`config.mk`:
```
export PLATFORM = sky130hd
export DESIGN_NAME = pmm_lane
export DESIGN_NICKNAME = d
export VERILOG_FILES = /design/src/rtl/proximity_motor_mixer_defines.svh /design/src/rtl/pmm_pkg.sv /design/src/rtl/pmm_lane.sv
export SDC_FILE = /design/constraint.sdc
export NUM_CORES = 1
export LEC_CHECK = 0
export BUFFER_PORTS_ARGS = -buffer_cell sky130_fd_sc_hd__buf_2
export CORE_MARGIN = 5
export CORE_UTILIZATION = 35
export DETAILED_ROUTE_END_ITERATION = 8
export GPL_TIMING_DRIVEN = 0
export PLACE_DENSITY_LB_ADDON = 0.05
export RECOVER_POWER = 100
export SYNTH_ARGS = -nofsm -noshare
export SYNTH_HDL_FRONTEND = slang
export SYNTH_SLANG_ARGS = --single-unit
```
`constraint.sdc`:
```
create_clock -name clk_i -period 15 [get_ports clk_i]
set_clock_uncertainty 0.05 [all_clocks]
set_input_delay 4.5 -clock clk_i [delete_from_list [all_inputs] [get_ports clk_i]]
set_output_delay 4.5 -clock clk_i [all_outputs]
set_load 0.05 [all_outputs]
```
`src/rtl/proximity_motor_mixer_defines.svh`:
```
// assertion macros of the mixer rtl
`ifndef PROXIMITY_MOTOR_MIXER_DEFINES_SVH
`define PROXIMITY_MOTOR_MIXER_DEFINES_SVH

// same-cycle implication, sampled on clk_i, off while rst_ni is low
`define PMM_ASSERT_IMP(lbl, ante, cons, msg) \
  lbl: assert property (@(posedge clk_i) disable iff (!rst_ni) (ante) |-> (cons)) \
    else $error(msg);

// next-cycle implication, sampled on clk_i, off while rst_ni is low
`define PMM_ASSERT_NXT(lbl, ante, cons, msg) \
  lbl: assert property (@(posedge clk_i) disable iff (!rst_ni) (ante) |=> (cons)) \
    else $error(msg);

`endif

```
`src/rtl/pmm_pkg.sv`:
```
// types, widths and constants of the proximity motor mixer
package pmm_pkg;

  localparam int SENSOR_COUNT = 8;
  localparam int RDG_W        = 12;
  localparam int REQ_W        = 16;
  localparam int PROD_W       = 20;   // reading times one weight
  localparam int SUM_W        = 22;   // weighted sum of all readings
  localparam int MAG_W        = 21;
  localparam int TOTAL_W      = 15;
  localparam int LIMIT_W      = 10;
  localparam int GAIN_W       = 4;
  localparam int BIAS_W       = 8;
  localparam int THR_W        = 15;
  localparam int OUT_W        = 11;
  localparam int QW           = 10;   // limiter quotient bits
  localparam int MAG2_W       = 17;   // wheel magnitude before limiting
  localparam int NUM_W        = MAG2_W + LIMIT_W;
  localparam int DSH_W        = MAG2_W + QW - 1;
  localparam int CFG_IDX_W    = 3;
  localparam int CFG_DATA_W   = 15;

  // divide by 350 via reciprocal: estimate is exact or one low
  localparam int SENSOR_DIV   = 350;
  localparam int RECIP_SH     = 21;
  localparam int RECIP_W      = 13;
  localparam logic [RECIP_W-1:0] RECIP = RECIP_W'((2 ** RECIP_SH) / SENSOR_DIV);
  localparam int QE_W         = MAG_W + RECIP_W - RECIP_SH;
  localparam int Q_W          = 12;
  localparam int TERM_W       = 13;
  localparam int SLOW_SH      = 13;   // slow-down divides by 8192
  localparam int SP_W         = REQ_W + RDG_W + 1;
  localparam int MIX_W        = 18;

  localparam logic [LIMIT_W-1:0] SPEED_LIMIT_RST = LIMIT_W'(1000);
  localparam logic [GAIN_W-1:0]  SENSOR_GAIN_RST = GAIN_W'(10);
  localparam logic [BIAS_W-1:0]  LEFT_BIAS_RST   = BIAS_W'(66);
  localparam logic [BIAS_W-1:0]  RIGHT_BIAS_RST  = BIAS_W'(72);
  localparam logic [THR_W-1:0]   THRESHOLD_RST   = THR_W'(2800);

  typedef logic signed [7:0] weight_t;

  localparam weight_t WEIGHT_R [SENSOR_COUNT] = '{
    8'sd17, 8'sd29, 8'sd34, 8'sd10, 8'sd8, -8'sd38, -8'sd56, -8'sd76
  };
  localparam weight_t WEIGHT_L [SENSOR_COUNT] = '{
    -8'sd72, -8'sd58, -8'sd36, 8'sd8, 8'sd10, 8'sd36, 8'sd28, 8'sd18
  };

  typedef logic signed [PROD_W-1:0] prod_t;
  typedef logic [RDG_W-1:0]         rdg_t;

  typedef enum logic [CFG_IDX_W-1:0] {
    CFG_SPEED_LIMIT  = 3'd0,
    CFG_SENSOR_GAIN  = 3'd1,
    CFG_LEFT_BIAS    = 3'd2,
    CFG_RIGHT_BIAS   = 3'd3,
    CFG_PROX_THRESH  = 3'd4
  } cfg_idx_e;

  typedef struct packed {
    logic signed [SUM_W-1:0] sum_r;
    logic signed [SUM_W-1:0] sum_l;
    logic [TOTAL_W-1:0]      total;
    logic [RDG_W-1:0]        peak;
  } merge_t;

  typedef struct packed {
    logic [NUM_W-1:0] rem_l;
    logic [NUM_W-1:0] rem_r;
    logic [DSH_W-1:0] dsh;
    logic [QW-1:0]    q_l;
    logic [QW-1:0]    q_r;
    logic             over;
    logic             neg_l;
    logic             neg_r;
    logic [OUT_W-1:0] pass_l;
    logic [OUT_W-1:0] pass_r;
  } div_t;

endpackage

```
`src/rtl/pmm_lane.sv`:
```
// one sensor lane: reading times its left and right weights
module pmm_lane (
  input  logic              clk_i,
  input  logic              en_i,
  input  pmm_pkg::rdg_t     rdg_i,
  input  pmm_pkg::weight_t  w_r_i,
  input  pmm_pkg::weight_t  w_l_i,
  output pmm_pkg::rdg_t     rdg_o,
  output pmm_pkg::prod_t    prod_r_o,
  output pmm_pkg::prod_t    prod_l_o
);
  import pmm_pkg::*;

  logic signed [PROD_W:0] full_r;
  logic signed [PROD_W:0] full_l;
  prod_t prod_r_q, prod_l_q;
  rdg_t  rdg_q;

  assign full_r = $signed({1'b0, rdg_i}) * w_r_i;
  assign full_l = $signed({1'b0, rdg_i}) * w_l_i;

  always_ff @(posedge clk_i) begin
    if (en_i) begin
      prod_r_q <= full_r[PROD_W-1:0];
      prod_l_q <= full_l[PROD_W-1:0];
      rdg_q    <= rdg_i;
    end
  end

  assign prod_r_o = prod_r_q;
  assign prod_l_o = prod_l_q;
  assign rdg_o    = rdg_q;

endmodule

```
==> results.py <==
metrics = {
    "status": {
        "outcome": "finished, violations left",
        "failed_checks": "capacitance limit, slew limit",
    },
    "die": {
        "start_util_pct": 35.3,
        "die_area_um2": 26600,
        "row_count": 56,
        "ioPinCount": 82,
        "die_w_um": 163,
        "fp.dieH_um": 163,
        "core_um2": 23300,
    },
    "sta": {
        "setup_tns_ns": 0,
        "fin_crit_ns": 9.40,
        "setup_viol": 0,
        "slew_headroom_pct": -100,
        "finalCritPeriodShare_pct": 62.7,
        "finalHoldViolCount": 0,
        "rsz0062_at_grt": "no",
        "fmax_mhz": 106,
        "drv_slew": 53,
        "worstMarginPinSlew_ns": 3.00,
    },
    "critical_path": {
        "cp_data_required_time_ns": 15.01,
        "cp_num_buf_inv": 5,
        "cp.arrival_ns": 9.42,
        "worstSetupPathType": "input pin to flop",
        "end_kind": "flop",
        "critPathMaxFanout": 10,
        "cpPeakStageDelay_ns": 0.54,
        "cp_top_family": "adder cells",
        "crit_chain": "clkbuf_1 > clkbuf_1 > nand2_1 > fa_1 > fa_1 > inv_1 > fa_1 > inv_1 > fa_1 > inv_1 > ha_1 > o211ai_1 > o21ai_0 > o21ai_0 > o22ai_1 > o31ai_1 > xnor2_1",
        "crit_top_cell": "fa_1",
        "crit_slowest_cell": "fa_1",
        "crit_path_start_kind": "input pin",
    },
    "global_routing": {
        "grt_max_degree": 53,
        "first_global_vias": 5938,
        "grt-ovfl-total": 0,
        "grt_pass1_wl_um": 31900,
        "antenna_found_initial": 0,
        "track_usage_pct": 15.1,
    },
    "synthesis": {
        "synth.top_cell.area_share_pct": 29.7,
        "synth_most_common_cell": "inv_1",
        "async_flop_share_pct": 0,
        "ys_warn_count": 0,
        "ys_top_cells_by_count": "inv_1, and2_1, fa_1",
        "syn-num-nets": 1077,
        "synth_edf_count": 52,
        "synthesis.area_um2": 8210,
        "synthFlopType": "edfxtp_1",
        "ys_top_cells_by_area": "fa_1, edfxtp_1, ha_1",
        "synth_seq_cells": 52,
        "yosysTopAreaCell": "fa_1",
        "syn_area_per_cell_um2": 9.91,
        "syn_inst": 829,
        "synth_seq_area_share_pct": 19.0,
        "synth.distinct_cells": 50,
    },
    "place": {
        "port_buffers": 81,
        "placed_cells": 1229,
        "gp_congestion": 0.777,
        "place_area_um2": 9020,
        "dp_hpwl_um": 15400,
    },
    "cts": {
        "clkTransAtPathRegs_ns": 0.08,
        "cts_tree": "done",
        "clock-sinks": 52,
        "postCtsSetupRepairBufs": 0,
        "cts-root-buf": "clkbuf_16",
        "clk_path_buf_depth": 2,
        "holdBufCountCts": 0,
        "cts_made_buffers": 5,
        "cts-resized-gates": 0,
        "cts-htree-levels": 2,
    },
    "cells_and_area": {
        "fin_nets": 1165,
        "drive_above_1_share_pct": 4.03,
        "antenna_cells": 0,
        "finish.instance_area_um2": 9020,
        "instances_no_fill": 1237,
        "final_core_util_pct": 38.8,
        "syn2layout_area_growth_pct": 9.90,
    },
    "min_path": {
        "hold_path_class": "input pin to flop",
    },
    "routing": {
        "route.final.wire_length_um": 18800,
        "routed_via_density": 4.40,
        "drt_iter0_drc": 151,
        "postRouteAntennaNets": 0,
        "drc": 0,
        "drt_first_pass_iters": 4,
        "dr_total_vias": 5440,
        "wire_per_inst_um": 15.2,
    },
    "power_and_ir_drop": {
        "ir_worst_vdd_mv": 0.107,
        "leakage_nw": 4.33,
        "power.density_nw_per_um2": 157,
    },
    "flow_run": {
        "cap_violations": 1,
    },
}
## kinds of logic (layout without fill, tap and decap cells)
| kind of cell | Yosys count | after routing | synth area share (%) |
|---|---|---|---|
| AND/OR/NAND/NOR | 241 | 241 | 16.5 |
| adder cells (fa/ha/maj) | 218 | 218 | 44.4 |
| buffers and inverters | 210 | 299 | 9.66 |
| AO/OA/AOI/OAI | 76 | 76 | 7.05 |
| flip-flops | 52 | 52 | 19.0 |
| XOR/XNOR | 32 | 32 | 3.41 |
## registers in the layout (all words and copies together) (netlist names)
register	cells
prod_l_o	20
prod_r_o	20
rdg_o	12
## stage by stage
stage	setup slack, ns	total power [mW]	hold WS [ns]
global placement	5.59	1.34	4.76
CTS	5.93	1.48	4.44
floorplan	6.50	1.12	4.55
detailed placement	5.60	1.33	4.77
finish	5.60	1.41	4.45
global route	5.17	1.57	4.48
## worst paths after layout
check	from	to	slack, ns	cells after the start
setup / recovery	rdg_i[7]	prod_r_o[19]	5.60	17
hold / removal	w_l_i[0]	prod_l_o[0]	4.45	2
## cell usage in the layout (no fill, tap or decap), drive strengths merged, types with 2 or more instances in the layout
cell type,instances
a31oi,2
a21oi,20
o2111ai,2
nand3,7
and2,130
fa,122
nor2b,13
ha,96
o21a,6
a211o,4
a211oi,4
and3,3
xor2,7
o21ai,13
clkbuf,99
nor2,17
nand2,50
nor3,4
nand4,3
xnor2,25
o31ai,3
edfxtp,52
clkinv,2
o211ai,2
nand2b,8
a21o,15
nor4b,2
inv,181
buf,17
## cell type report
class / count / area [um^2]
Sequential cell: 52 / 1560
Multi-Input combinational cell: 567 / 5800
Buffer: 30 / 118
Clock buffer: 5 / 125
Fill cell: 2457 / 14200
Tap cell: 319 / 399
Timing Repair Buffer: 81 / 324
Inverter: 180 / 676
Clock inverter: 3 / 26.3
## metal layers
layer	wire, um	global-route usage, %
met5	0	0
met4	363	4.27
met3	397	1.94
met2	9260	26.2
met1	8820	19.9
## power by group
| part | total, mW | internal [mW] | switching, mW | leakage, nW |
|---|---|---|---|---|
| logic | 1.02 | 0.377 | 0.643 | 3.75 |
| clock network | 0.128 | 0.0635 | 0.0642 | 0.0744 |
| registers | 0.266 | 0.255 | 0.0111 | 0.508 |
No activity file was read; power rests on OpenSTA's default activity.
