**config.mk**
```make
export PLATFORM = sky130hd
export DESIGN_NAME = pmm_merge
export DESIGN_NICKNAME = d
export VERILOG_FILES = /design/src/rtl/proximity_motor_mixer_defines.svh /design/src/rtl/pmm_pkg.sv /design/src/rtl/pmm_merge.sv
export SDC_FILE = /design/constraint.sdc
export NUM_CORES = 1
export LEC_CHECK = 0
export BUFFER_PORTS_ARGS = -buffer_cell sky130_fd_sc_hd__buf_2
export CELL_PAD_IN_SITES_DETAIL_PLACEMENT = 1
export CELL_PAD_IN_SITES_GLOBAL_PLACEMENT = 1
export CORE_MARGIN = 2
export CORE_UTILIZATION = 35
export CTS_BUF_LIST = sky130_fd_sc_hd__clkbuf_4 sky130_fd_sc_hd__clkbuf_8 sky130_fd_sc_hd__clkbuf_16
export DETAILED_ROUTE_END_ITERATION = 10
export HOLD_SLACK_MARGIN = 0.06
export MAX_ROUTING_LAYER = met4
export PLACE_DENSITY = 0.84
export SYNTH_ARGS = -nofsm -noshare
export SYNTH_HDL_FRONTEND = slang
export SYNTH_SLANG_ARGS = --single-unit
```
**constraint.sdc**
```tcl
create_clock -name clk_i -period 24.7 [get_ports clk_i]
set_input_delay 1.235 -clock clk_i [delete_from_list [all_inputs] [get_ports clk_i]]
set_output_delay 1.235 -clock clk_i [all_outputs]
set_load 0.05 [all_outputs]
```
**src/rtl/proximity_motor_mixer_defines.svh**
```systemverilog
// assertion macros of the mixer rtl
`ifndef PROXIMITY_MOTOR_MIXER_DEFINES_SVH
`define PROXIMITY_MOTOR_MIXER_DEFINES_SVH

// same-cycle implication, sampled on clk_i, off while rst_ni is low
`define PMM_ASSERT_IMP(lbl, ante, cons, msg) \
  lbl: assert property (@(posedge clk_i) disable iff (!rst_ni) (ante) |-> (cons)) \
    else $error(msg);

// next-cycle implication, sampled on clk_i, off while rst_ni is low
`define PMM_ASSERT_NXT(lbl, ante, cons, msg) \
  lbl: assert property (@(posedge clk_i) disable iff (!rst_ni) (ante) |=> (cons)) \
    else $error(msg);

`endif

```
**src/rtl/pmm_pkg.sv**
```systemverilog
// types, widths and constants of the proximity motor mixer
package pmm_pkg;

  localparam int SENSOR_COUNT = 8;
  localparam int RDG_W        = 12;
  localparam int REQ_W        = 16;
  localparam int PROD_W       = 20;   // reading times one weight
  localparam int SUM_W        = 22;   // weighted sum of all readings
  localparam int MAG_W        = 21;
  localparam int TOTAL_W      = 15;
  localparam int LIMIT_W      = 10;
  localparam int GAIN_W       = 4;
  localparam int BIAS_W       = 8;
  localparam int THR_W        = 15;
  localparam int OUT_W        = 11;
  localparam int QW           = 10;   // limiter quotient bits
  localparam int MAG2_W       = 17;   // wheel magnitude before limiting
  localparam int NUM_W        = MAG2_W + LIMIT_W;
  localparam int DSH_W        = MAG2_W + QW - 1;
  localparam int CFG_IDX_W    = 3;
  localparam int CFG_DATA_W   = 15;

  // divide by 350 via reciprocal: estimate is exact or one low
  localparam int SENSOR_DIV   = 350;
  localparam int RECIP_SH     = 21;
  localparam int RECIP_W      = 13;
  localparam logic [RECIP_W-1:0] RECIP = RECIP_W'((2 ** RECIP_SH) / SENSOR_DIV);
  localparam int QE_W         = MAG_W + RECIP_W - RECIP_SH;
  localparam int Q_W          = 12;
  localparam int TERM_W       = 13;
  localparam int SLOW_SH      = 13;   // slow-down divides by 8192
  localparam int SP_W         = REQ_W + RDG_W + 1;
  localparam int MIX_W        = 18;

  localparam logic [LIMIT_W-1:0] SPEED_LIMIT_RST = LIMIT_W'(1000);
  localparam logic [GAIN_W-1:0]  SENSOR_GAIN_RST = GAIN_W'(10);
  localparam logic [BIAS_W-1:0]  LEFT_BIAS_RST   = BIAS_W'(66);
  localparam logic [BIAS_W-1:0]  RIGHT_BIAS_RST  = BIAS_W'(72);
  localparam logic [THR_W-1:0]   THRESHOLD_RST   = THR_W'(2800);

  typedef logic signed [7:0] weight_t;

  localparam weight_t WEIGHT_R [SENSOR_COUNT] = '{
    8'sd17, 8'sd29, 8'sd34, 8'sd10, 8'sd8, -8'sd38, -8'sd56, -8'sd76
  };
  localparam weight_t WEIGHT_L [SENSOR_COUNT] = '{
    -8'sd72, -8'sd58, -8'sd36, 8'sd8, 8'sd10, 8'sd36, 8'sd28, 8'sd18
  };

  typedef logic signed [PROD_W-1:0] prod_t;
  typedef logic [RDG_W-1:0]         rdg_t;

  typedef enum logic [CFG_IDX_W-1:0] {
    CFG_SPEED_LIMIT  = 3'd0,
    CFG_SENSOR_GAIN  = 3'd1,
    CFG_LEFT_BIAS    = 3'd2,
    CFG_RIGHT_BIAS   = 3'd3,
    CFG_PROX_THRESH  = 3'd4
  } cfg_idx_e;

  typedef struct packed {
    logic signed [SUM_W-1:0] sum_r;
    logic signed [SUM_W-1:0] sum_l;
    logic [TOTAL_W-1:0]      total;
    logic [RDG_W-1:0]        peak;
  } merge_t;

  typedef struct packed {
    logic [NUM_W-1:0] rem_l;
    logic [NUM_W-1:0] rem_r;
    logic [DSH_W-1:0] dsh;
    logic [QW-1:0]    q_l;
    logic [QW-1:0]    q_r;
    logic             over;
    logic             neg_l;
    logic             neg_r;
    logic [OUT_W-1:0] pass_l;
    logic [OUT_W-1:0] pass_r;
  } div_t;

endpackage

```
**src/rtl/pmm_merge.sv**
```systemverilog
// merges the lanes: weighted sums, reading total and peak reading
module pmm_merge (
  input  logic            clk_i,
  input  logic            en_i,
  input  pmm_pkg::prod_t  prod_r_i [pmm_pkg::SENSOR_COUNT],
  input  pmm_pkg::prod_t  prod_l_i [pmm_pkg::SENSOR_COUNT],
  input  pmm_pkg::rdg_t   rdg_i    [pmm_pkg::SENSOR_COUNT],
  output pmm_pkg::merge_t merge_o
);
  import pmm_pkg::*;

  merge_t merge_d, merge_q;

  always_comb begin
    merge_d = '0;
    for (int i = 0; i < SENSOR_COUNT; i++) begin
      merge_d.sum_r = merge_d.sum_r + SUM_W'(prod_r_i[i]);
      merge_d.sum_l = merge_d.sum_l + SUM_W'(prod_l_i[i]);
      merge_d.total = merge_d.total + TOTAL_W'(rdg_i[i]);
      if (rdg_i[i] > merge_d.peak) begin
        merge_d.peak = rdg_i[i];
      end
    end
  end

  always_ff @(posedge clk_i) begin
    if (en_i) begin
      merge_q <= merge_d;
    end
  end

  assign merge_o = merge_q;

endmodule

```
==> flow_summary_export.csv <==
group,metric,value,unit
status,outcome,"completed",
synth,avgSynthCellArea,9.80,µm²
worst_hold_path,holdPathStages,3,
sta,fmax,58.3,MHz
global_route,globalRouteOverflowTotal,0,
layout,final_cell_mix,"inv_1 (495), buf_2 (487), fa_1 (313)",
pwr,leakage,10.1,nW
clock_tree,cts_post_setup_buffers_inserted,0,
sta,fin_crit_sh,69.5,%
clock_tree,clockRootBuffer,"clkbuf_16",
die,die_w,215,µm
layout,regArea,0.00213,mm²
die,ios,489,
place,dp.cells,2655,
sta,worst_pin_slew,1060,ps
route,first_pass_iters,5,
layout,fin_util,43.1,%
route,vias_per_cell,4.83,
layout,largest_reg_flops,71,
layout,final_common_cell,"inv_1",
sta,maxSlewViolCount,0,
synth,syn-cell-area,0.0156,mm²
die,dieArea,0.0463,mm²
clock_tree,cts_hold_buf,0,
synth,yosysSeqAreaShare,13.7,%
sta,setup-tns-final,0,ps
synth,ys_ff_latch,71,
route,wl_per_cell,20.0,µm
global_route,grt_pass1_wl,83000,µm
route,vias,12992,
layout,synthToLayoutAreaGrowth,21.9,%
critical_path,cp_slowest_stage_delay,730,ps
sta,period_needed,17160,ps
synth,yosysUniqueCellTypes,74,
global_route,grt_max_degree,72,
layout,num-fill-cells,5245,
place,port_buffers,488,
place,dpl.hpwl,49200,µm
pwr,finalPower,0.00258,W
place,dpl_cell_area,0.0187,mm²
sta,slew_headroom,29.1,%
die,rows,77,
clock_tree,cts_num_sinks,71,
global_route,grt_antenna_before_repair,20,
worst_hold_path,hold_start,"rdg_i[10]",
synth,yosysWarningCount,0,
layout,drive_above_1_share,25.9,%
layout,layout.nets,2942,
clock_tree,cts-resized-gates,0,
route,antenna_left,0,
layout,final_cells,2691,
critical_path,crit_fanout,25,
clock_tree,cts.reportedPaths.clkPinSlew,60,ps
layout,multiInputGateArea,0.0115,mm²
flow_run,drv_cap,0,
synth,synth-edff-count,71,
synth,syn_nets,2460,
route,drc_errors,0,
die,die_h,215,µm
layout,postLayoutCellArea,0.0190,mm²
synth,synth_async_sr_flop_share,0,%
sta,hold_violations,0,
route,drt_wl_total,53700,µm
critical_path,crit_arrival,17230,ps
die,core-area,0.0441,mm²
clock_tree,clockBufferDepth,2,
place,gp_congestion,0.930,
sta,rsz0062_at_grt,"no",
critical_path,cp_common_cell,"a21oi_1",
critical_path,crit_slowest_cell,"o31a_1",
synth,synth-main-ff-cell,"edfxtp_1",
critical_path,critPathRequiredTime,24760,ps
worst_hold_path,hold_class,"in -> reg",
clock_tree,cts_tree,"built",
worst_hold_path,min_to,"merge_o[10]$_DFFE_PP_",
clock_tree,h-tree-depth,3,
critical_path,end_kind,"register",
global_route,grt_pass1_vias,15065,
pwr,ir_drop,0.0555,mV
global_route,grt.total_usage,24.2,%
route,drtIter0Drc,467,
die,start_util,35.3,%
clock_tree,cts_made_buffers,9,
critical_path,path_class,"in -> reg",
critical_path,crit_path_start_kind,"input pin",
sta,setup_viol,0,
pwr,power.density,136,mW/mm²
synth,synthCells,1592,
-- final cells by class --
| class | count | area share (%) |
|---|---|---|
| multi-input cells | 1006 | 60.5 |
| repair buffers | 490 | 12.9 |
| flip-flops and latches | 71 | 11.2 |
| inverters | 496 | 9.79 |
| well taps | 592 | 3.90 |
| clock buffers | 10 | 1.22 |
| diodes | 20 | 0.263 |
| clock inverters | 6 | 0.197 |
-- how the worst max path moves through the flow --
stage | startpoint | to | slack, ps | depth (start not counted)
floorplan | rdg_i[85] | merge_o[2]$_DFFE_PP_ | 10370 | 78
global placement | rdg_i[85] | merge_o[2]$_DFFE_PP_ | 8250 | 70
detailed placement | rdg_i[85] | merge_o[2]$_DFFE_PP_ | 7460 | 72
CTS | rdg_i[85] | merge_o[2]$_DFFE_PP_ | 7800 | 72
global route | rdg_i[85] | merge_o[2]$_DFFE_PP_ | 6160 | 71
finish | rdg_i[85] | merge_o[2]$_DFFE_PP_ | 7540 | 71
-- Yosys cell counts (12+ instances only) --
cell	instances	area share (%)
nand2_1	50	1.2
a21o_1	18	0.87
nand3_1	23	0.74
nor2b_1	14	0.56
mux2i_1	23	1.5
inv_1	495	12
edfxtp_1	71	14
o21ai_0	43	1.4
nor2_1	70	1.7
ha_1	137	11
mux2_2	12	0.87
nand2b_1	13	0.52
a211o_1	12	0.67
a21oi_1	84	2.7
nand4_1	26	1.0
xnor2_1	35	2.0
fa_1	313	40
-- per-stage QoR --
step | worst slack (ps) | hold WS (ps)
2_1_floorplan | 10370 | 1350
3_3_place_gp | 8250 | 1610
3_5_place_dp | 7460 | 1640
4_1_cts | 7800 | 1270
5_1_grt | 6160 | 1300
6_report | 7540 | 1290
-- layer usage --
layer | global-route usage [%] | vias up | wire (µm)
met2 | 43.3 | 371 | 28600
met3 | 4.93 | 71 | 2810
met4 | 7.70 | 0 | 1650
met5 | - | - | 0
met1 | 27.1 | 6591 | 20700
li1 | - | 5959 | -
-- cells by family after synthesis --
group / after synthesis / synth area share (%)
multiplexers: 35 / 2.34
AO/OA/AOI/OAI: 236 / 9.95
AND/OR/NAND/NOR: 239 / 7.68
buffers and inverters: 515 / 12.6
XOR/XNOR: 46 / 2.58
adder cells (fa/ha/maj): 450 / 51.2
flip-flops: 71 / 13.7
-- worst max-delay path, delay by kind of cell --
kind	cells	cell delay, ps
adder cells (fa/ha/maj)	7	1860
AND/OR/NAND/NOR	19	3620
multiplexers	3	1010
AO/OA/AOI/OAI	34	8030
buffers and inverters	8	1390
-- report_power, final --
group | total, W | switching [W] | leakage, nW | internal [W]
sequential | 0.000330 | 0.0000268 | 0.695 | 0.000303
combinational | 0.00212 | 0.00130 | 9.24 | 0.000822
clock | 0.000125 | 0.0000561 | 0.128 | 0.0000687
total | 0.00258 | 0.00138 | 10.1 | 0.00119
No activity file was read; power rests on OpenSTA's default activity.
