## config.mk

```make
export PLATFORM = sky130hd
export DESIGN_NAME = pmm_div_step
export DESIGN_NICKNAME = d
export VERILOG_FILES = /design/src/rtl/proximity_motor_mixer_defines.svh /design/src/rtl/pmm_pkg.sv /design/src/rtl/pmm_div_step.sv
export SDC_FILE = /design/constraint.sdc
export NUM_CORES = 1
export LEC_CHECK = 0
export ABC_AREA = 0
export CORE_UTILIZATION = 64
export CTS_CLUSTER_DIAMETER = 40
export CTS_CLUSTER_SIZE = 40
export DETAILED_ROUTE_END_ITERATION = 16
export DONT_BUFFER_PORTS = 1
export PLACE_DENSITY = 0.8
export RECOVER_POWER = 25
export SLEW_MARGIN = 20
export SYNTH_ARGS = -nofsm -noshare
export SYNTH_HDL_FRONTEND = slang
export SYNTH_SLANG_ARGS = --single-unit
export TNS_END_PERCENT = 100
```

## constraint.sdc

```tcl
create_clock -name clk_i -period 4.3 [get_ports clk_i]
set_input_delay 0.215 -clock clk_i [delete_from_list [all_inputs] [get_ports clk_i]]
set_output_delay 0.215 -clock clk_i [all_outputs]
set_load 0.01 [all_outputs]
```

## src/rtl/proximity_motor_mixer_defines.svh

```systemverilog
// assertion macros of the mixer rtl
`ifndef PROXIMITY_MOTOR_MIXER_DEFINES_SVH
`define PROXIMITY_MOTOR_MIXER_DEFINES_SVH

// same-cycle implication, sampled on clk_i, off while rst_ni is low
`define PMM_ASSERT_IMP(lbl, ante, cons, msg) \
  lbl: assert property (@(posedge clk_i) disable iff (!rst_ni) (ante) |-> (cons)) \
    else $error(msg);

// next-cycle implication, sampled on clk_i, off while rst_ni is low
`define PMM_ASSERT_NXT(lbl, ante, cons, msg) \
  lbl: assert property (@(posedge clk_i) disable iff (!rst_ni) (ante) |=> (cons)) \
    else $error(msg);

`endif

```

## src/rtl/pmm_pkg.sv

```systemverilog
// types, widths and constants of the proximity motor mixer
package pmm_pkg;

  localparam int SENSOR_COUNT = 8;
  localparam int RDG_W        = 12;
  localparam int REQ_W        = 16;
  localparam int PROD_W       = 20;   // reading times one weight
  localparam int SUM_W        = 22;   // weighted sum of all readings
  localparam int MAG_W        = 21;
  localparam int TOTAL_W      = 15;
  localparam int LIMIT_W      = 10;
  localparam int GAIN_W       = 4;
  localparam int BIAS_W       = 8;
  localparam int THR_W        = 15;
  localparam int OUT_W        = 11;
  localparam int QW           = 10;   // limiter quotient bits
  localparam int MAG2_W       = 17;   // wheel magnitude before limiting
  localparam int NUM_W        = MAG2_W + LIMIT_W;
  localparam int DSH_W        = MAG2_W + QW - 1;
  localparam int CFG_IDX_W    = 3;
  localparam int CFG_DATA_W   = 15;

  // divide by 350 via reciprocal: estimate is exact or one low
  localparam int SENSOR_DIV   = 350;
  localparam int RECIP_SH     = 21;
  localparam int RECIP_W      = 13;
  localparam logic [RECIP_W-1:0] RECIP = RECIP_W'((2 ** RECIP_SH) / SENSOR_DIV);
  localparam int QE_W         = MAG_W + RECIP_W - RECIP_SH;
  localparam int Q_W          = 12;
  localparam int TERM_W       = 13;
  localparam int SLOW_SH      = 13;   // slow-down divides by 8192
  localparam int SP_W         = REQ_W + RDG_W + 1;
  localparam int MIX_W        = 18;

  localparam logic [LIMIT_W-1:0] SPEED_LIMIT_RST = LIMIT_W'(1000);
  localparam logic [GAIN_W-1:0]  SENSOR_GAIN_RST = GAIN_W'(10);
  localparam logic [BIAS_W-1:0]  LEFT_BIAS_RST   = BIAS_W'(66);
  localparam logic [BIAS_W-1:0]  RIGHT_BIAS_RST  = BIAS_W'(72);
  localparam logic [THR_W-1:0]   THRESHOLD_RST   = THR_W'(2800);

  typedef logic signed [7:0] weight_t;

  localparam weight_t WEIGHT_R [SENSOR_COUNT] = '{
    8'sd17, 8'sd29, 8'sd34, 8'sd10, 8'sd8, -8'sd38, -8'sd56, -8'sd76
  };
  localparam weight_t WEIGHT_L [SENSOR_COUNT] = '{
    -8'sd72, -8'sd58, -8'sd36, 8'sd8, 8'sd10, 8'sd36, 8'sd28, 8'sd18
  };

  typedef logic signed [PROD_W-1:0] prod_t;
  typedef logic [RDG_W-1:0]         rdg_t;

  typedef enum logic [CFG_IDX_W-1:0] {
    CFG_SPEED_LIMIT  = 3'd0,
    CFG_SENSOR_GAIN  = 3'd1,
    CFG_LEFT_BIAS    = 3'd2,
    CFG_RIGHT_BIAS   = 3'd3,
    CFG_PROX_THRESH  = 3'd4
  } cfg_idx_e;

  typedef struct packed {
    logic signed [SUM_W-1:0] sum_r;
    logic signed [SUM_W-1:0] sum_l;
    logic [TOTAL_W-1:0]      total;
    logic [RDG_W-1:0]        peak;
  } merge_t;

  typedef struct packed {
    logic [NUM_W-1:0] rem_l;
    logic [NUM_W-1:0] rem_r;
    logic [DSH_W-1:0] dsh;
    logic [QW-1:0]    q_l;
    logic [QW-1:0]    q_r;
    logic             over;
    logic             neg_l;
    logic             neg_r;
    logic [OUT_W-1:0] pass_l;
    logic [OUT_W-1:0] pass_r;
  } div_t;

endpackage

```

## src/rtl/pmm_div_step.sv

```systemverilog
// one restoring step of the limiter divide, both wheels
module pmm_div_step (
  input  logic          clk_i,
  input  logic          en_i,
  input  pmm_pkg::div_t div_i,
  output pmm_pkg::div_t div_o
);
  import pmm_pkg::*;

  div_t             div_d, div_q;
  logic [NUM_W-1:0] dsh_ext;
  logic             take_l, take_r;

  assign dsh_ext = NUM_W'(div_i.dsh);
  assign take_l  = div_i.rem_l >= dsh_ext;
  assign take_r  = div_i.rem_r >= dsh_ext;

  always_comb begin
    div_d       = div_i;
    div_d.rem_l = take_l ? div_i.rem_l - dsh_ext : div_i.rem_l;
    div_d.rem_r = take_r ? div_i.rem_r - dsh_ext : div_i.rem_r;
    div_d.q_l   = {div_i.q_l[QW-2:0], take_l};
    div_d.q_r   = {div_i.q_r[QW-2:0], take_r};
    div_d.dsh   = div_i.dsh >> 1;
  end

  always_ff @(posedge clk_i) begin
    if (en_i) begin
      div_q <= div_d;
    end
  end

  assign div_o = div_q;

endmodule

```

==> results of run 1 <==
## worst max-delay path by stage
stage	startpoint	end	slack, ns	cells past startpoint
final	div_i[98]	div_o[124]	1.16	12
after global routing	div_i[98]	div_o[124]	0.89	12
after CTS	div_i[98]	div_o[124]	1.20	12
after detailed placement	div_i[98]	div_o[124]	0.76	12
after global placement	div_i[98]	div_o[124]	0.87	12
after floorplan	div_i[53]	div_o[118]	1.26	11
## per-stage QoR
| stage | worst slack, ns | cell area, sq um | power (mW) |
|---|---|---|---|
| after floorplan | 1.26 | 7280 | 2.15 |
| after global placement | 0.869 | 7400 | 2.26 |
| after detailed placement | 0.756 | 7400 | 2.28 |
| after CTS | 1.20 | 8710 | 3.83 |
| after global routing | 0.894 | 8730 | 4.00 |
| final | 1.16 | 8730 | 3.86 |
## cells in the final DEF, fill, tap and decap left out, types with 3 or more instances in the layout
| cell | n |
|---|---|
| a21oi_1 | 67 |
| a31oi_1 | 9 |
| mux2_2 | 17 |
| edfxtp_1 | 124 |
| nor4_1 | 3 |
| a211o_1 | 3 |
| a221oi_1 | 4 |
| nand3_1 | 13 |
| and3_1 | 4 |
| nor3_1 | 6 |
| o21bai_1 | 6 |
| a21o_1 | 27 |
| inv_1 | 49 |
| clkinv_1 | 3 |
| nor2_1 | 38 |
| nand2b_1 | 6 |
| dlygate4sd3_1 | 72 |
| clkbuf_16 | 17 |
| a21boi_0 | 3 |
| bufinv_16 | 4 |
| xor2_1 | 12 |
| a211oi_1 | 5 |
| o21a_1 | 4 |
| o31ai_1 | 3 |
| o211ai_1 | 4 |
| ha_1 | 52 |
| xnor2_1 | 34 |
| nand4_1 | 7 |
| nand2_1 | 32 |
| nor2b_1 | 5 |
| mux2_4 | 15 |
| o21ai_0 | 23 |
## metal layers
layer	wire, um	up-vias
met5	0	-
met1	7180	2536
met3	1740	41
met4	648	0
met2	9700	273
li1	-	2505
## final cells by class
type	instances	area, sq um
sequential	124	3720
multi-input combinational	435	3290
fill	661	2250
timing repair buffer	76	761
clock buffer	18	429
inverter	49	184
tap	140	175
clock inverter	13	174
## synthesized netlist by cell type (7+ instances only)
library cell,count
nand2_1,32
o21ai_0,23
clkbuf_1,11
edfxtp_1,124
ha_1,52
a21o_1,27
xor2_1,12
nand4_1,7
mux2_4,15
a21oi_1,67
mux2_2,17
xnor2_1,34
inv_1,49
nor2_1,38
nand3_1,13
a31oi_1,9
## critical path: cells and delay by family
kind | cells | cell delay (ns)
AOI/OAI and AO/OA | 7 | 2.14
adders and majority gates | 2 | 0.57
and+or+nand+nor | 1 | 0.33
buffers and inverters | 2 | 0.12
## power groups by stage
stage / Sequential [mW] / Clock (mW) / Combinational, mW
2_1_floorplan: 1.64 / 0 / 0.504
3_3_place_gp: 1.67 / 0 / 0.588
3_5_place_dp: 1.68 / 0 / 0.605
4_1_cts: 1.66 / 1.48 / 0.689
5_1_grt: 1.67 / 1.56 / 0.766
6_report: 1.66 / 1.49 / 0.704
## kinds of logic (layout without fill, tap and decap cells)
kind of cell | after synthesis | in the layout | synth area share, %
compound gates | 174 | 174 | 15.5
fa+ha+maj | 54 | 54 | 9.49
xor+xnor | 46 | 46 | 5.54
buf+inv | 65 | 156 | 3.82
other cells | 1 | 1 | 0.0515
flops | 124 | 124 | 51.2
simple gates | 126 | 126 | 8.46
mux | 34 | 34 | 6.00
==> results.sh, run 1 <==
export IMPL_status="finished with violations"
export IMPL_violations="capacitance limit, slew limit"
export IMPL_use_met2_pct=55.1
export IMPL_routed_wl_mm=19.3
export IMPL_die_width_um=109
export IMPL_crit_type="in -> reg"
export IMPL_fin_cells=855
export IMPL_finalSetupViolCount=0
export IMPL_nets=884
export IMPL_hold_path_depth=1
export IMPL_drc=0
export IMPL_core_rowCount=38
export IMPL_cts_resized_gates=0
export IMPL_core_sq_um=11000
export IMPL_final_setup_tns_ns=0
export IMPL_use_met3_pct=11.4
export IMPL_maxSlewViolCount=125
export IMPL_max_clock_freq_ghz=0.318
export IMPL_viasPerCell=6.26
export IMPL_post_cts_buffers=0
export IMPL_utilization_pct=79.5
export IMPL_synth_fp_nets=805
export IMPL_cts_clk_slew_worst_paths_ns=0.06
export IMPL_power_switching_share_pct=27.0
export IMPL_finalHoldViolCount=0
export IMPL_ctsRootBufferMaster="clkbuf_16"
export IMPL_antenna_found_initial=0
export IMPL_synth_area_sq_um=7280
export IMPL_cts_max_level=4
export IMPL_cp_required_ns=4.55
export IMPL_worstSetupEndpointType="flip-flop"
export IMPL_initial_core_util_pct=66.3
export IMPL_hp_class="in -> reg"
export IMPL_synthFlopType="edfxtp_1"
export IMPL_ios=252
export IMPL_clkPwrFrac_pct=38.7
export IMPL_timing_hold_ws_ns=0.0131
export IMPL_p_int_mw=2.82
export IMPL_tightest_slew_ns=3.06
export IMPL_grt_busiest_layer="met2"
export IMPL_gr_total_overflow=0
export IMPL_synth_warnings=0
export IMPL_slowest_delay_ns=0.68
export IMPL_synthCells=624
export IMPL_cp_max_fo=4
export IMPL_grt_pass1_wl_mm=27.6
export IMPL_synthTopCellsByArea="edfxtp_1 (51%), ha_1 (8.9%), a21oi_1 (4.6%)"
export IMPL_path_common_cell="o21ai_0"
export IMPL_synthDistinctLibCells=61
export IMPL_slew_headroom_pct=-104
export IMPL_synth_seq_cells=124
export IMPL_ir_drop_mv=0.394
export IMPL_syn_mean_instance_area_sq_um=11.7
export IMPL_area_growth_pct=20.0
export IMPL_leakagePower_nw=3.53
export IMPL_finalCritPeriodShare_pct=73.0
export IMPL_clockBufferDepth=2
export IMPL_path_cells="inv_1 -> ha_1 -> inv_1 -> fa_1 -> a21o_1 -> a21oi_1 -> o221a_2 -> o21ai_0 -> a221oi_1 -> o21ai_0 -> or2_2 -> o21ai_0"
export IMPL_antenna_cells=0
export IMPL_holdPathEnd="div_o[107]"
export IMPL_cts_buffers=17
export IMPL_cts_hold_buf=69
export IMPL_grt_pass1_vias=5241
export IMPL_num_vias=5355
export IMPL_grtUsageTotal_pct=32.2
export IMPL_ant_nets=0
export IMPL_async_flop_share_pct=0
export IMPL_seqPwrFrac_pct=43.1
export IMPL_dp_cells=751
export IMPL_synth_top_area_share_pct=51.2
export IMPL_worstPathArrival_ns=3.39
export IMPL_dp_hpwl_mm=13.7
export IMPL_largest_reg_flops=124
export IMPL_io_buffers=0
export IMPL_rsz0062_at_grt="false"
export IMPL_cts_tree="built"
export IMPL_fin_crit_ns=3.14
export IMPL_holdCritStartpoint="div_i[107]"
export IMPL_start_kind="input pin"
export IMPL_power_frac_comb_pct=18.2
export IMPL_globalplace_congestion=0.907
export IMPL_wl_per_cell_um=22.5
export IMPL_synth_enable_flop_cells=124
export IMPL_synth_top_area_cell="edfxtp_1"
export IMPL_dr_pass1_iters=5
export IMPL_drive_gt1_share_pct=10.2
export IMPL_die_h_um=109
export IMPL_drv_cap=1
export IMPL_cts_sinks=124
export IMPL_power_per_cell_area_nw_per_um2=442
export IMPL_crit_slowest_cell="a221oi_1"
export IMPL_use_met1_pct=36.0
export IMPL_grt_max_degree=125
export IMPL_die_area_sq_um=11800
export IMPL_ys_seq_area_share_pct=51.2
export IMPL_drtIter0Drc=385
export IMPL_power_switching_mw=1.04
Power figures use the tool's default switching activity.
==> run 2: changes to the inputs <==
- clock period: 4.3 -> 3.2 ns (I/O delays scaled with it)
==> results.sh, run 2 (synthesis gave the netlist of run 1 again) <==
export IMPL_power_frac_comb_pct=19.5
export IMPL_leakagePower_nw=3.76
export IMPL_ir_drop_mv=0.536
export IMPL_timing_hold_ws_ns=-0.145
export IMPL_drtIter0Drc=502
export IMPL_finalCritPeriodShare_pct=87.8
export IMPL_routed_wl_mm=22.2
export IMPL_top_layer="met4"
export IMPL_start_kind="input pin"
export IMPL_dr_wl_met2_mm=10.9
export IMPL_rsz0062_at_grt="false"
export IMPL_pre_cts_ws_ns=0.115
export IMPL_hold_path_depth=0
export IMPL_core_sq_um=11000
export IMPL_status="finished with violations"
export IMPL_finalHoldViolCount=124
export IMPL_holdCritStartpoint="en_i"
export IMPL_globalplace_congestion=0.949
export IMPL_slew_headroom_pct=64.3
export IMPL_maxSlewViolCount=0
export IMPL_core_rowCount=38
export IMPL_utilization_pct=84.1
export IMPL_clkPwrFrac_pct=37.8
export IMPL_final_setup_tns_ns=0
export IMPL_area_growth_pct=26.9
export IMPL_grt_pass1_wl_mm=32.1
export IMPL_die_h_um=109
export IMPL_cts_tree="built"
export IMPL_crit_type="in -> reg"
export IMPL_cp_required_ns=3.36
export IMPL_wl_per_cell_um=24.5
export IMPL_drc=0
export IMPL_holdPathEnd="div_o[122]"
export IMPL_initial_core_util_pct=66.3
export IMPL_antenna_found_initial=0
export IMPL_grt_max_degree=125
export IMPL_cp_max_fo=26
export IMPL_ctsRootBufferMaster="clkbuf_16"
export IMPL_io_buffers=0
export IMPL_cts_buffers=17
export IMPL_antenna_cells=0
export IMPL_cts_max_level=4
export IMPL_nets=937
export IMPL_worstPathArrival_ns=2.97
export IMPL_max_clock_freq_ghz=0.356
export IMPL_violations="hold timing"
export IMPL_finalSetupViolCount=0
export IMPL_drt_met1_wl_mm=7.60
export IMPL_die_area_sq_um=11800
export IMPL_grt_pass1_vias=5879
export IMPL_power_per_cell_area_nw_per_um2=567
export IMPL_cts_sinks=124
export IMPL_num_vias=5921
export IMPL_wl_met3_mm=2.50
export IMPL_grtUsageTotal_pct=37.8
export IMPL_tightest_slew_ns=0.536
export IMPL_cts_clk_slew_worst_paths_ns=0.06
export IMPL_dp_hpwl_mm=14.0
export IMPL_worstSetupEndpointType="flip-flop"
export IMPL_clockBufferDepth=2
export IMPL_ios=252
export IMPL_drv_cap=0
export IMPL_viasPerCell=6.51
export IMPL_gr_total_overflow=0
export IMPL_drive_gt1_share_pct=11.6
export IMPL_fin_crit_ns=2.81
export IMPL_seqPwrFrac_pct=42.6
export IMPL_hp_class="in -> reg"
export IMPL_largest_reg_flops=124
export IMPL_die_width_um=109
export IMPL_power_switching_share_pct=28.1
export IMPL_power_switching_mw=1.47
export IMPL_dr_pass1_iters=5
export IMPL_p_int_mw=3.76
export IMPL_total_power_mw=5.23
export IMPL_fill_cells=577
export IMPL_ant_nets=0
export IMPL_setup_ws_ns=0.389
export IMPL_layout_commonest_cell="edfxtp_1"
export IMPL_final_cell_mix="edfxtp_1 (124), dlygate4sd3_1 (114), a21oi_1 (67), ha_1 (52), inv_1 (49)"
-- run 2: cell types whose count changed in the layout (fill, tap and decap cells not counted) --
cell,delta
clkbuf_1,-1
clkinv_1,-3
dlygate4sd3_1,+42
clkinv_2,+3
clkbuf_2,-1
buf_4,+12
bufinv_16,-1
clkinv_4,+3
-- run 2: final cells by class --
class / instances / area, sq um / share of cell area, %
flip-flops and latches: 124 / 3720 / 40.3
multi-input cells: 435 / 3290 / 35.6
repair buffers: 129 / 1270 / 13.7
clock buffers: 17 / 425 / 4.61
inverters: 49 / 184 / 1.99
well taps: 140 / 175 / 1.90
clock inverters: 15 / 174 / 1.88
-- run 2: power by group through the flow --
stage          clock (mW)  sequential [mW]  combinational [mW]
6_report             1.98             2.23                1.02
5_1_grt              2.06             2.24                1.09
4_1_cts              1.96             2.23               0.967
3_5_place_dp            0             2.26               0.842
3_3_place_gp            0             2.25               0.817
2_1_floorplan           0             2.21               0.677
-- run 2: metal layers --
metal | GRT usage, % | vias up
met3 | 10.2 | 98
li1 | - | 2621
met4 | 21.0 | 0
met5 | 0 | -
met1 | 43.0 | 2722
met2 | 64.6 | 480
-- run 2: worst max path at each step --
stage                             to  startpoint  slack, ns
after global placement    div_o[104]   div_i[54]       0.19
final                      div_o[74]   div_i[46]       0.39
after floorplan           div_o[118]   div_i[53]       0.21
after global routing       div_o[74]   div_i[46]       0.34
after detailed placement  div_o[105]   div_i[53]       0.11
after CTS                 div_o[105]   div_i[53]       0.57
-- run 2: repair_timing --
action | in CTS | in global routing
buffers inserted | 0 | 0
hold endpoints to repair | 237 | 125
hold buffers | 113 | 1
resized for setup | 0 | 0
-- run 2: metrics by stage --
step           hold slack, ns  instances  area (sq um)
2_1_floorplan           0.259        624          7280
3_3_place_gp            0.259        763          7490
3_5_place_dp            0.259        763          7490
4_1_cts                -0.150        908          9220
5_1_grt                -0.158        909          9230
6_report               -0.145        909          9230
-- run 2: critical path, cell delays in order --
cell and delay, ns:
inv_1 0.09, buf_4 0.20, ha_1 0.32, nor2b_1 0.22, o2111a_1 0.23, o21ai_0 0.20
a31oi_1 0.37, a31oi_1 0.22, o31ai_4 0.22, buf_4 0.34, mux2_2 0.39
